<file path="config.mk">
export PLATFORM = sky130hd
export DESIGN_NAME = run_grouped_min_max_mean_core
export DESIGN_NICKNAME = d
export VERILOG_FILES = /design/src/hdl/rgmm_pkg.sv /design/src/hdl/rgmm_dp.sv /design/src/hdl/rgmm_ctrl.sv /design/src/hdl/run_grouped_min_max_mean_core.sv
export SDC_FILE = /design/constraint.sdc
export NUM_CORES = 1
export LEC_CHECK = 0
export BUFFER_PORTS_ARGS = -buffer_cell sky130_fd_sc_hd__buf_2
export CORE_UTILIZATION = 56
export CTS_CLUSTER_SIZE = 40
export DETAILED_ROUTE_END_ITERATION = 12
export MAX_ROUTING_LAYER = met4
export PLACE_DENSITY = 0.84
export SLEW_MARGIN = 20
export SYNTH_ARGS = -nofsm -noshare
export SYNTH_HDL_FRONTEND = slang
export SYNTH_HIERARCHICAL = 1
export SYNTH_SLANG_ARGS = --single-unit
</file>
<file path="constraint.sdc">
create_clock -name clock -period 6.4 [get_ports clock]
set_clock_uncertainty 0.05 [all_clocks]
set_input_delay 0.96 -clock clock [delete_from_list [all_inputs] [get_ports clock]]
set_output_delay 0.96 -clock clock [all_outputs]
set_load 0.05 [all_outputs]
</file>
<file path="src/hdl/rgmm_pkg.sv">
`timescale 1ns / 1ps
package rgmm_pkg;

   localparam int unsigned TEMP_W      = 8;
   localparam int unsigned SUM_W       = 28;
   localparam int unsigned CNT_W       = 21;
   localparam int unsigned LINE_W      = 20;
   localparam int unsigned YEAR_W      = 16;
   localparam int unsigned CSR_IDX_W   = 1;
   localparam int unsigned MAX_RECORDS = 1048576;

   typedef logic signed [TEMP_W-1:0] temp_type;
   typedef logic signed [SUM_W-1:0]  sum_type;
   typedef logic [CNT_W-1:0]         cnt_type;

   localparam cnt_type  CNT_LIMIT  = CNT_W'(MAX_RECORDS);
   localparam temp_type LOW_RESET  = -8'sd99;
   localparam temp_type HIGH_RESET = 8'sd99;
   localparam logic [3:0] MONTH_MAX  = 4'd12;
   localparam logic [4:0] HOUR_MAX   = 5'd23;
   localparam logic [5:0] MINUTE_MAX = 6'd59;

   // result kinds
   localparam logic [1:0] KIND_RUN  = 2'd0;
   localparam logic [1:0] KIND_YEAR = 2'd1;
   localparam logic [1:0] KIND_BAD  = 2'd2;

   // register indexes
   localparam logic [CSR_IDX_W-1:0] REG_LOW  = 1'b0;
   localparam logic [CSR_IDX_W-1:0] REG_HIGH = 1'b1;

   // divider source
   localparam logic SEL_RUN = 1'b0;
   localparam logic SEL_ALL = 1'b1;

   typedef struct packed {
      logic [YEAR_W-1:0] year;
      logic [3:0]        month;
      logic [4:0]        day;
      logic [4:0]        hour;
      logic [5:0]        minute;
      temp_type          temperature;
      logic              last_item;
   } req_type;

   typedef struct packed {
      logic [1:0]        kind;
      logic [YEAR_W-1:0] year_out;
      logic [3:0]        month_out;
      temp_type          minimum;
      temp_type          maximum;
      temp_type          average;
      cnt_type           count;
      logic [LINE_W-1:0] line_number;
      logic              last_result;
   } rsp_type;

   typedef struct packed {
      logic       capture;
      logic       upd;
      logic       clear;
      logic       div_start;
      logic       div_sel;
      logic       out_load;
      logic [1:0] out_kind;
      logic       out_last;
   } cmd_type;

   typedef struct packed {
      logic rec_ok;
      logic run_active;
      logic month_change;
      logic last_item;
      logic div_done;
   } status_type;

endpackage

</file>
<file path="src/hdl/rgmm_dp.sv">
`timescale 1ns / 1ps
module rgmm_dp (
   input  logic                              clock,
   input  logic                              reset,
   input  rgmm_pkg::req_type                 req_data,
   output rgmm_pkg::rsp_type                 rsp_data,
   input  logic                              csr_valid,
   output logic                              csr_ready,
   input  logic [rgmm_pkg::CSR_IDX_W-1:0]    csr_index,
   input  logic [rgmm_pkg::TEMP_W-1:0]       csr_data,
   input  rgmm_pkg::cmd_type                 cmd,
   output rgmm_pkg::status_type              status
);
   import rgmm_pkg::*;

   localparam int unsigned STEP_W = $clog2(TEMP_W);

   temp_type low_ff, low_in, high_ff, high_in;
   req_type  item_ff, item_in;
   logic [LINE_W-1:0] line_ff, line_in, line_cnt_ff, line_cnt_in;
   logic              run_active_ff, run_active_in;
   logic [3:0]        run_month_ff, run_month_in;
   temp_type          run_min_ff, run_min_in, run_max_ff, run_max_in;
   sum_type           run_sum_ff, run_sum_in;
   cnt_type           run_cnt_ff, run_cnt_in;
   temp_type          all_min_ff, all_min_in, all_max_ff, all_max_in;
   sum_type           all_sum_ff, all_sum_in;
   cnt_type           all_cnt_ff, all_cnt_in;
   logic [YEAR_W-1:0] year_ff, year_in;

   // restoring divider, one quotient bit per cycle
   logic [SUM_W-1:0]  rem_ff, rem_in;
   cnt_type           den_ff, den_in;
   logic [TEMP_W-1:0] q_ff, q_in;
   logic [STEP_W-1:0] step_ff, step_in;
   logic              busy_ff, busy_in, done_ff, done_in;
   logic              neg_ff, neg_in, zero_ff, zero_in;
   logic [SUM_W:0]    trial;
   sum_type           src_sum;
   cnt_type           src_cnt;
   temp_type          avg_val;

   rsp_type rsp_ff, rsp_in;
   temp_type temp;
   logic new_run;

   assign temp      = item_ff.temperature;
   assign new_run   = !run_active_ff || (run_month_ff != item_ff.month);
   assign csr_ready = 1'b1;
   assign rsp_data  = rsp_ff;

   // day needs no upper check: 5 bits cannot exceed 31
   assign status.rec_ok = (item_ff.month != 4'd0) && (item_ff.month <= MONTH_MAX) &&
                          (item_ff.day != 5'd0) && (item_ff.hour <= HOUR_MAX) &&
                          (item_ff.minute <= MINUTE_MAX) &&
                          (temp >= low_ff) && (temp <= high_ff);
   assign status.run_active   = run_active_ff;
   assign status.month_change = run_month_ff != item_ff.month;
   assign status.last_item    = item_ff.last_item;
   assign status.div_done     = done_ff;

   assign src_sum = (cmd.div_sel == SEL_ALL) ? all_sum_ff : run_sum_ff;
   assign src_cnt = (cmd.div_sel == SEL_ALL) ? all_cnt_ff : run_cnt_ff;
   assign trial   = {1'b0, rem_ff} - {1'b0, SUM_W'(den_ff) << step_ff};
   assign avg_val = zero_ff ? temp_type'(0) : (neg_ff ? temp_type'(-q_ff) : temp_type'(q_ff));

   always_comb begin
      low_in        = low_ff;
      high_in       = high_ff;
      item_in       = item_ff;
      line_in       = line_ff;
      line_cnt_in   = line_cnt_ff;
      run_active_in = run_active_ff;
      run_month_in  = run_month_ff;
      run_min_in    = run_min_ff;
      run_max_in    = run_max_ff;
      run_sum_in    = run_sum_ff;
      run_cnt_in    = run_cnt_ff;
      all_min_in    = all_min_ff;
      all_max_in    = all_max_ff;
      all_sum_in    = all_sum_ff;
      all_cnt_in    = all_cnt_ff;
      year_in       = year_ff;
      rem_in        = rem_ff;
      den_in        = den_ff;
      q_in          = q_ff;
      step_in       = step_ff;
      busy_in       = busy_ff;
      done_in       = 1'b0;
      neg_in        = neg_ff;
      zero_in       = zero_ff;
      rsp_in        = rsp_ff;

      if (csr_valid) begin
         unique case (csr_index)
            REG_LOW:  low_in  = temp_type'(csr_data);
            REG_HIGH: high_in = temp_type'(csr_data);
         endcase
      end

      if (cmd.capture) begin
         item_in     = req_data;
         line_in     = line_cnt_ff;
         line_cnt_in = line_cnt_ff + LINE_W'(1);
      end

      if (cmd.upd) begin
         run_active_in = 1'b1;
         if (!run_active_ff) begin
            year_in    = item_ff.year;
            all_min_in = temp;
            all_max_in = temp;
         end else begin
            if (temp < all_min_ff) all_min_in = temp;
            if (temp > all_max_ff) all_max_in = temp;
         end
         if (new_run) begin
            run_month_in = item_ff.month;
            run_min_in   = temp;
            run_max_in   = temp;
            run_sum_in   = SUM_W'(temp);
            run_cnt_in   = CNT_W'(1);
         end else begin
            if (temp < run_min_ff) run_min_in = temp;
            if (temp > run_max_ff) run_max_in = temp;
            if (run_cnt_ff < CNT_LIMIT) begin
               run_cnt_in = run_cnt_ff + CNT_W'(1);
               run_sum_in = run_sum_ff + SUM_W'(temp);
            end
         end
         if (all_cnt_ff < CNT_LIMIT) begin
            all_cnt_in = all_cnt_ff + CNT_W'(1);
            all_sum_in = all_sum_ff + SUM_W'(temp);
         end
      end

      if (cmd.clear) begin
         line_cnt_in   = '0;
         run_active_in = 1'b0;
         run_month_in  = '0;
         run_min_in    = '0;
         run_max_in    = '0;
         run_sum_in    = '0;
         run_cnt_in    = '0;
         all_min_in    = '0;
         all_max_in    = '0;
         all_sum_in    = '0;
         all_cnt_in    = '0;
         year_in       = '0;
      end

      // |sum| <= 128 * count, so eight quotient bits suffice
      if (cmd.div_start) begin
         neg_in  = src_sum[SUM_W-1];
         rem_in  = src_sum[SUM_W-1] ? SUM_W'(-src_sum) : SUM_W'(src_sum);
         den_in  = src_cnt;
         zero_in = (src_cnt == '0);
         q_in    = '0;
         step_in = STEP_W'(TEMP_W - 1);
         busy_in = 1'b1;
      end else if (busy_ff) begin
         if (!trial[SUM_W]) begin
            rem_in = trial[SUM_W-1:0];
            q_in   = q_ff | (TEMP_W'(1) << step_ff);
         end
         if (step_ff == '0) begin
            busy_in = 1'b0;
            done_in = 1'b1;
         end else begin
            step_in = step_ff - STEP_W'(1);
         end
      end

      if (cmd.out_load) begin
         rsp_in             = '0;
         rsp_in.kind        = cmd.out_kind;
         rsp_in.last_result = cmd.out_last;
         unique case (cmd.out_kind)
            KIND_BAD: rsp_in.line_number = line_ff;
            KIND_RUN: begin
               rsp_in.year_out  = year_ff;
               rsp_in.month_out = run_month_ff;
               rsp_in.minimum   = run_min_ff;
               rsp_in.maximum   = run_max_ff;
               rsp_in.average   = avg_val;
               rsp_in.count     = run_cnt_ff;
            end
            KIND_YEAR: begin
               rsp_in.year_out  = year_ff;
               rsp_in.minimum   = all_min_ff;
               rsp_in.maximum   = all_max_ff;
               rsp_in.average   = avg_val;
               rsp_in.count     = all_cnt_ff;
            end
            default: ;
         endcase
      end
   end

   always_ff @(posedge clock) begin
      if (reset) begin
         low_ff        <= LOW_RESET;
         high_ff       <= HIGH_RESET;
         line_cnt_ff   <= '0;
         run_active_ff <= 1'b0;
         run_month_ff  <= '0;
         run_min_ff    <= '0;
         run_max_ff    <= '0;
         run_sum_ff    <= '0;
         run_cnt_ff    <= '0;
         all_min_ff    <= '0;
         all_max_ff    <= '0;
         all_sum_ff    <= '0;
         all_cnt_ff    <= '0;
         year_ff       <= '0;
         busy_ff       <= 1'b0;
         done_ff       <= 1'b0;
      end else begin
         low_ff        <= low_in;
         high_ff       <= high_in;
         line_cnt_ff   <= line_cnt_in;
         run_active_ff <= run_active_in;
         run_month_ff  <= run_month_in;
         run_min_ff    <= run_min_in;
         run_max_ff    <= run_max_in;
         run_sum_ff    <= run_sum_in;
         run_cnt_ff    <= run_cnt_in;
         all_min_ff    <= all_min_in;
         all_max_ff    <= all_max_in;
         all_sum_ff    <= all_sum_in;
         all_cnt_ff    <= all_cnt_in;
         year_ff       <= year_in;
         busy_ff       <= busy_in;
         done_ff       <= done_in;
      end
   end

   always_ff @(posedge clock) begin
      item_ff <= item_in;
      line_ff <= line_in;
      rem_ff  <= rem_in;
      den_ff  <= den_in;
      q_ff    <= q_in;
      step_ff <= step_in;
      neg_ff  <= neg_in;
      zero_ff <= zero_in;
      rsp_ff  <= rsp_in;
   end

endmodule

</file>
<file path="src/hdl/rgmm_ctrl.sv">
`timescale 1ns / 1ps
module rgmm_ctrl (
   input  logic                 clock,
   input  logic                 reset,
   input  logic                 req_valid,
   output logic                 req_stall,
   output logic                 rsp_valid,
   input  logic                 rsp_stall,
   input  rgmm_pkg::status_type status,
   output rgmm_pkg::cmd_type    cmd
);
   import rgmm_pkg::*;

   localparam logic [3:0] ST_IDLE    = 4'd0;
   localparam logic [3:0] ST_CHECK   = 4'd1;
   localparam logic [3:0] ST_BAD_OUT = 4'd2;
   localparam logic [3:0] ST_OLD_DIV = 4'd3;
   localparam logic [3:0] ST_OLD_OUT = 4'd4;
   localparam logic [3:0] ST_UPDATE  = 4'd5;
   localparam logic [3:0] ST_END     = 4'd6;
   localparam logic [3:0] ST_RUN_DIV = 4'd7;
   localparam logic [3:0] ST_RUN_OUT = 4'd8;
   localparam logic [3:0] ST_ALL_DIV = 4'd9;
   localparam logic [3:0] ST_ALL_OUT = 4'd10;

   logic [3:0] state_ff, state_in;

   assign req_stall = (state_ff != ST_IDLE);
   assign rsp_valid = (state_ff == ST_BAD_OUT) || (state_ff == ST_OLD_OUT) ||
                      (state_ff == ST_RUN_OUT) || (state_ff == ST_ALL_OUT);

   always_comb begin
      state_in = state_ff;
      cmd      = '0;
      unique case (state_ff)
         ST_IDLE: begin
            if (req_valid) begin
               cmd.capture = 1'b1;
               state_in    = ST_CHECK;
            end
         end
         ST_CHECK: begin
            if (!status.rec_ok) begin
               cmd.out_load = 1'b1;
               cmd.out_kind = KIND_BAD;
               cmd.out_last = !status.last_item;
               state_in     = ST_BAD_OUT;
            end else if (status.run_active && status.month_change) begin
               cmd.div_start = 1'b1;
               cmd.div_sel   = SEL_RUN;
               state_in      = ST_OLD_DIV;
            end else begin
               state_in = ST_UPDATE;
            end
         end
         ST_BAD_OUT: begin
            if (!rsp_stall) state_in = status.last_item ? ST_END : ST_IDLE;
         end
         ST_OLD_DIV: begin
            if (status.div_done) begin
               cmd.out_load = 1'b1;
               cmd.out_kind = KIND_RUN;
               cmd.out_last = !status.last_item;
               state_in     = ST_OLD_OUT;
            end
         end
         ST_OLD_OUT: begin
            if (!rsp_stall) state_in = ST_UPDATE;
         end
         ST_UPDATE: begin
            cmd.upd  = 1'b1;
            state_in = status.last_item ? ST_END : ST_IDLE;
         end
         ST_END: begin
            cmd.div_start = 1'b1;
            if (status.run_active) begin
               cmd.div_sel = SEL_RUN;
               state_in    = ST_RUN_DIV;
            end else begin
               cmd.div_sel = SEL_ALL;
               state_in    = ST_ALL_DIV;
            end
         end
         ST_RUN_DIV: begin
            if (status.div_done) begin
               cmd.out_load = 1'b1;
               cmd.out_kind = KIND_RUN;
               state_in     = ST_RUN_OUT;
            end
         end
         ST_RUN_OUT: begin
            if (!rsp_stall) begin
               cmd.div_start = 1'b1;
               cmd.div_sel   = SEL_ALL;
               state_in      = ST_ALL_DIV;
            end
         end
         ST_ALL_DIV: begin
            if (status.div_done) begin
               cmd.out_load = 1'b1;
               cmd.out_kind = KIND_YEAR;
               cmd.out_last = 1'b1;
               state_in     = ST_ALL_OUT;
            end
         end
         ST_ALL_OUT: begin
            if (!rsp_stall) begin
               cmd.clear = 1'b1;
               state_in  = ST_IDLE;
            end
         end
         default: state_in = ST_IDLE;
      endcase
   end

   always_ff @(posedge clock) begin
      if (reset) begin
         state_ff <= ST_IDLE;
      end else begin
         state_ff <= state_in;
      end
   end

endmodule

</file>
<file path="src/hdl/run_grouped_min_max_mean_core.sv">
// Grouped temperature statistics. Records come in one beat at a time on req_;
// each is range checked (month, day, hour, minute, and temperature against the
// two limit registers) and a bad record gives a kind-2 result with its line
// number. Good records are grouped into runs of equal month; a month change
// emits the closed run (min, max, truncating mean, count), and a beat with
// last_item emits the open run and then the whole-stream totals, after which
// all statistics and the line count start over. One record is in work at a
// time: a good record that closes nothing passes through check and update, a
// bad one through check and then waits for its result to be taken, and each
// emitted group waits on the shared 8-step restoring divider that forms the
// mean. Limit registers (index 0 low, 1 high) are written through csr_, which
// is always ready; writes belong in idle periods.
`timescale 1ns / 1ps
module run_grouped_min_max_mean_core (
   input  logic                            clock,
   input  logic                            reset,
   input  logic                            req_valid,
   output logic                            req_stall,
   input  rgmm_pkg::req_type               req_data,
   output logic                            rsp_valid,
   input  logic                            rsp_stall,
   output rgmm_pkg::rsp_type               rsp_data,
   input  logic                            csr_valid,
   output logic                            csr_ready,
   input  logic [rgmm_pkg::CSR_IDX_W-1:0]  csr_index,
   input  logic [rgmm_pkg::TEMP_W-1:0]     csr_data
);
   import rgmm_pkg::*;

   // command/status between sequencer and datapath
   cmd_type    cmd;
   status_type status;

   // sequencer: one record per pass, result beats held in rsp_ until taken
   rgmm_ctrl u_ctrl (
      .clock     (clock),
      .reset     (reset),
      .req_valid (req_valid),
      .req_stall (req_stall),
      .rsp_valid (rsp_valid),
      .rsp_stall (rsp_stall),
      .status    (status),
      .cmd       (cmd)
   );

   // datapath: checks, run/stream accumulators, divider, result register
   rgmm_dp u_dp (
      .clock     (clock),
      .reset     (reset),
      .req_data  (req_data),
      .rsp_data  (rsp_data),
      .csr_valid (csr_valid),
      .csr_ready (csr_ready),
      .csr_index (csr_index),
      .csr_data  (csr_data),
      .cmd       (cmd),
      .status    (status)
   );

endmodule

</file>
# After elaboration in Yosys (flattened, before gate mapping)
# Index checks and enable logic that the tools add are counted.
dict set report word_totals {
  out_inout_bits 91
  ram_bits 0
  mem_bits_ro 0
  word_cells 187
  in_bits 59
  n_memories 0
  register_bits 408
  latch_bits 0
}
dict set report op_classes {
  n_reduce_logical 41
  n_mul 0
  n_lt_le_gt_ge 11
  n_eq_ne 24
  addsub 9
  n_shift 2
  bitwise_logic 6
  muxes 54
  n_div 0
}
# cell count
set ops {}
lappend ops {{28-bit 2-to-1 mux} 7}
lappend ops {{45-bit one-hot mux with 2 select lines} 1}
lappend ops {{8-bit 2-to-1 mux} 10}
lappend ops {{21-bit 2-to-1 mux} 3}
lappend ops {{28-bit by 8-bit adder with 28-bit output} 2}
lappend ops {{4-bit 2-to-1 mux} 12}
lappend ops {{4-bit one-hot mux with 11 select lines} 1}
lappend ops {{21-bit by 1-bit adder with 21-bit output (second input constant)} 2}
lappend ops {{21-bit < comparator (second input constant)} 2}
lappend ops {{28-bit by 28-bit subtractor with 29-bit output} 1}
lappend ops {{28-bit negation} 1}
lappend ops {{21-bit by 3-bit << shifter with 28-bit output} 1}
lappend ops {{2-bit AND reduction} 13}
lappend ops {{21-bit zero test} 1}
lappend ops {{20-bit by 1-bit adder with 20-bit output (second input constant)} 1}
lappend ops {{4-bit by 3-bit == test with 1-bit output (second input constant)} 4}
lappend ops {{8-bit > comparator} 2}
lappend ops {{8-bit < comparator} 2}
lappend ops {{2-bit inequality test (second input constant)} 8}
lappend ops {{4-bit == test (second input constant)} 3}
lappend ops {{3-bit 2-to-1 mux} 4}
lappend ops {{3-bit one-hot mux with 4 select lines} 1}
lappend ops {{1-bit 2-to-1 mux} 10}
lappend ops {{4-bit by 2-bit == test with 1-bit output (second input constant)} 2}
lappend ops {{other kinds (30)} 53}

# Depth between registers and ports, before layout
dict set report logic_depth {
  depth_word 13
  ltp_mapped 20
  mapped_depth_nobuf 18
}

# By module
# Netlist, hierarchy kept.
# mod n_inst seq_area_each_um2 area_per_inst_um2 cells_per_inst
set modules_own_cells {}
lappend modules_own_cells {rgmm_dp 1 9979.6 21883.5 2229}
lappend modules_own_cells {rgmm_ctrl 1 80.1 593.1 82}

# Worst setup path before layout
# Ideal clock, no wire load.
dict set report synth_timing {
  path_kind {register to register}
  start {reg u_dp.item_ff, in the netlist u_dp/temp[7]}
  end {reg u_dp.rsp_ff, in the netlist u_dp/rsp_data[0], enable pin}
  path_buffers 0
  path_stages_with_launch 11
  setup_ns 0.545
  synth_period_minus_slack_ns 6.809
  arrival_time_ns 6.214
  slack_ns -0.409
  required_ns 5.805
  path_cell_list {edfxtp_1 -> ha_1 -> o22ai_1 -> a21oi_1 -> nand2_1 -> a21oi_1 -> nand3_1 -> a311oi_1 -> nand2b_4 -> a32oi_1 -> nor2b_1}
}
# element line_no
set synth_lines {}
lappend synth_lines {{start: declaration} rgmm_dp.sv:19} ;# req_type item_ff, item_in;
lappend synth_lines {{start signal: assignment} rgmm_dp.sv:239} ;# item_ff <= item_in;
lappend synth_lines {{end signal: assignment} rgmm_dp.sv:247} ;# rsp_ff <= rsp_in;
lappend synth_lines {{end: declaration} rgmm_dp.sv:43} ;# rsp_type rsp_ff, rsp_in;

==> metrics.txt <==
max_cap viols 0; Crit Path Category register to register; Async S/R FF share, synth 0%; power per cell area approximately 370 nW/um^2; Top delay family on crit path simple AND/OR/NAND/NOR gates; Max IR drop VDD 331 uV; top_reg_cell synth dfxtp_1; cell chain of the critical path nand2_1, o32a_1, nor2_4, buf_4, a21oi_1, or2_2, nor4_1, nand2_1, nor3_1, a21oi_1, xnor2_1, nand2_1, o21ai_0; Die ar. 40900 sq um; post-route ant nets 0; Netlist cell types 88; most frequent cells in the layout 265 x nor2_1, 204 x dfxtp_1, 199 x edfxtp_1; Achievable Freq roughly 200 MHz; RSZ-0062 raised after global routing false; htree depth 2; Final Max Tran Viols 0; slew margin rel. 27.6%; Ys Warns 6; CTS tree yes; GRT Overall Usage 26.8%; Worst-Skew Late Latency between 0.5 and 0.6 ns; Static Leak 0.0101 uW; DRT iter0 DRCs 1262; Period minus WS final 4.95 ns; Vias 17800; largest net degree at the start of global routing 69; Crit path required time 6.61 ns; row count between 70 and 80; starting density of the core a little under three fifths; DR WL/cell 18.1 um; vias per cell about 6; CTS max path bufs 3; clk slew on worst S/H paths 0.06 ns; layout cells sized above 1 12.8%; post-CTS setup buffer count 0; vias in the first global route 17600; Root Buffer clkbuf_16; total power draw 9260 uW; DRC violations left 0; CP arrival 5.16 ns; most used cell along the critical path nand2_1; DP Wirelength between 30000 and 40000 um; setup TNS 0 ns; type of origin of the critical path register; leading cell type in the layout, fill and taps excluded nor2_1; first-pass GRT wire length 87500 um; drt pass-1 iters 5; Die X 202 um; port bufs between 100 and 150; area grow syn2layout 11.3%; number of synthesized flops with an enable pin 199; initial antenna violation count 2; final hold viol count 0; Syn Std Cell Area approximately 22000 sq um; worst min path class register to register; CTS Sinks between 400 and 500; Buf/Inv on CP 1; Crit. End Element register; # hold bufs at CTS 0; outcome finished clean; nets 2617; CTS resizes 0; total wire length 53900 um; Slowest-stage cell, CP dfxtp_1; #FFs+latches synth 403; Core Area between 30000 and 40000 sq um; Syn Inst Count 2311; global route overflow 0; period utilization 77.4%; final setup fails 0; crit-path max FO 49; Worst-Margin Slew 1.08 ns; RePlAce Congestion 0.942; die height slightly above 200 um; TritonCTS Buffers 42; Post-Syn Area per Cell 9.73 sq um; slowest cell delay on critical path 0.82 ns; num ports 150; sequential cell area fraction in the yosys report 44.8%; synthesized net count 2512
## sequential cells by signal, indices dropped and copies added, names as in the netlist, 3 cells and up
register and flops:
u_dp/low_ff 8, u_dp/line_cnt_ff 20, u_dp/run_month_ff 4, u_dp/year_ff 16, u_dp/all_cnt_ff 21, u_dp/q_ff 8
u_dp/all_min_ff 8, u_dp/item_ff 31, u_dp/den_ff 21, u_dp/all_max_ff 8, u_dp/temp 8, u_dp/high_ff 8
u_dp/run_max_ff 8, u_dp/all_sum_ff 28, u_dp/run_sum_ff 28, u_dp/run_cnt_ff 21, u_ctrl/state_ff 4, u_dp/rem_ff 28
u_dp/run_min_ff 8, u_dp/line_ff 20, u_dp/step_ff 3, u_dp/rsp_data 88
## synthesized netlist by cell type (all sizes together) (52+ instances only)
master | n | area (sq um)
mux2i | 129 | 1290
xor2 | 83 | 727
nand2 | 190 | 713
clkbuf | 75 | 282
inv | 81 | 304
dfxtp | 204 | 4080
xnor2 | 55 | 482
ha | 139 | 1740
a21oi | 187 | 936
nor2 | 267 | 1000
o21ai | 118 | 609
edfxtp | 199 | 5980
a21o | 52 | 392
## through the flow
step                      std cells  cell area, sq um  utilization, %  setup slack (ns)  hold WS [ns]
after floorplan                2311             22500               -              1.08         0.378
after global placement         2897             23600            59.6              1.46         0.386
after detailed placement       2897             23600            59.6              1.38         0.395
after CTS                      2972             25000            63.1              1.46         0.403
after global routing           2974             25000            63.1              1.02         0.428
final                          2974             25000            63.1              1.45         0.404
## cells by family (layout without fill, tap and decap cells)
logic type	Yosys count	in the layout	synth area share (%)
DFF	403	403	44.8
muxes	166	166	8.15
and+or+nand+nor	773	773	16.3
buffers and inverters	185	321	3.28
AOI/OAI and AO/OA	503	503	14.1
xor gates and xnor gates	138	138	5.38
adders and majority gates	142	142	8.00
other	1	3	0.0167
## worst reg2reg max path, stage by stage, from the launching register on
cell and delay [ns]:
dfxtp_1 0.82, nand2_1 0.17, o32a_1 0.36, nor2_4 0.66, buf_4 0.65, a21oi_1 0.13
or2_2 0.34, nor4_1 0.49, nand2_1 0.21, nor3_1 0.32, a21oi_1 0.15, xnor2_1 0.16
nand2_1 0.08, o21ai_0 0.08
## final timing paths
kind,startpoint,endpoint,slack (ns),depth (start not counted)
worst min register to register,u_dp/year_ff[2],u_dp/year_ff[2],0.40,2
worst max register to register,u_ctrl/state_ff[3],u_dp/rem_ff[23],1.45,13
worst max-delay path,u_ctrl/state_ff[3],u_dp/rem_ff[23],1.45,13
worst min-delay path,u_dp/year_ff[2],u_dp/year_ff[2],0.40,2
## per-layer routing
metal	GRT usage, %	part of all wire [%]	up-vias
met4	9.29	2.7	0
met2	45.1	49	569
met5	-	0	-
met3	4.42	6.1	106
li1	-	-	8520
met1	32.6	42	8583
## power by group
group	switching, uW	internal, uW
Combinational	2210	1090
Clock	1010	1440
Sequential	275	3240
Total	3490	5760
## area by class of cell
cell class              count  area [sq um]
fillers                  3053         14600
multi-input cells        1723         11700
flip-flops and latches    403         10100
clock buffers              59          1210
repair buffers            164           873
well taps                 525           657
inverters                  82           308
clock inverters            16           178
diodes                      2          5.00
Note: power is estimated with default switching activity, not from simulation.
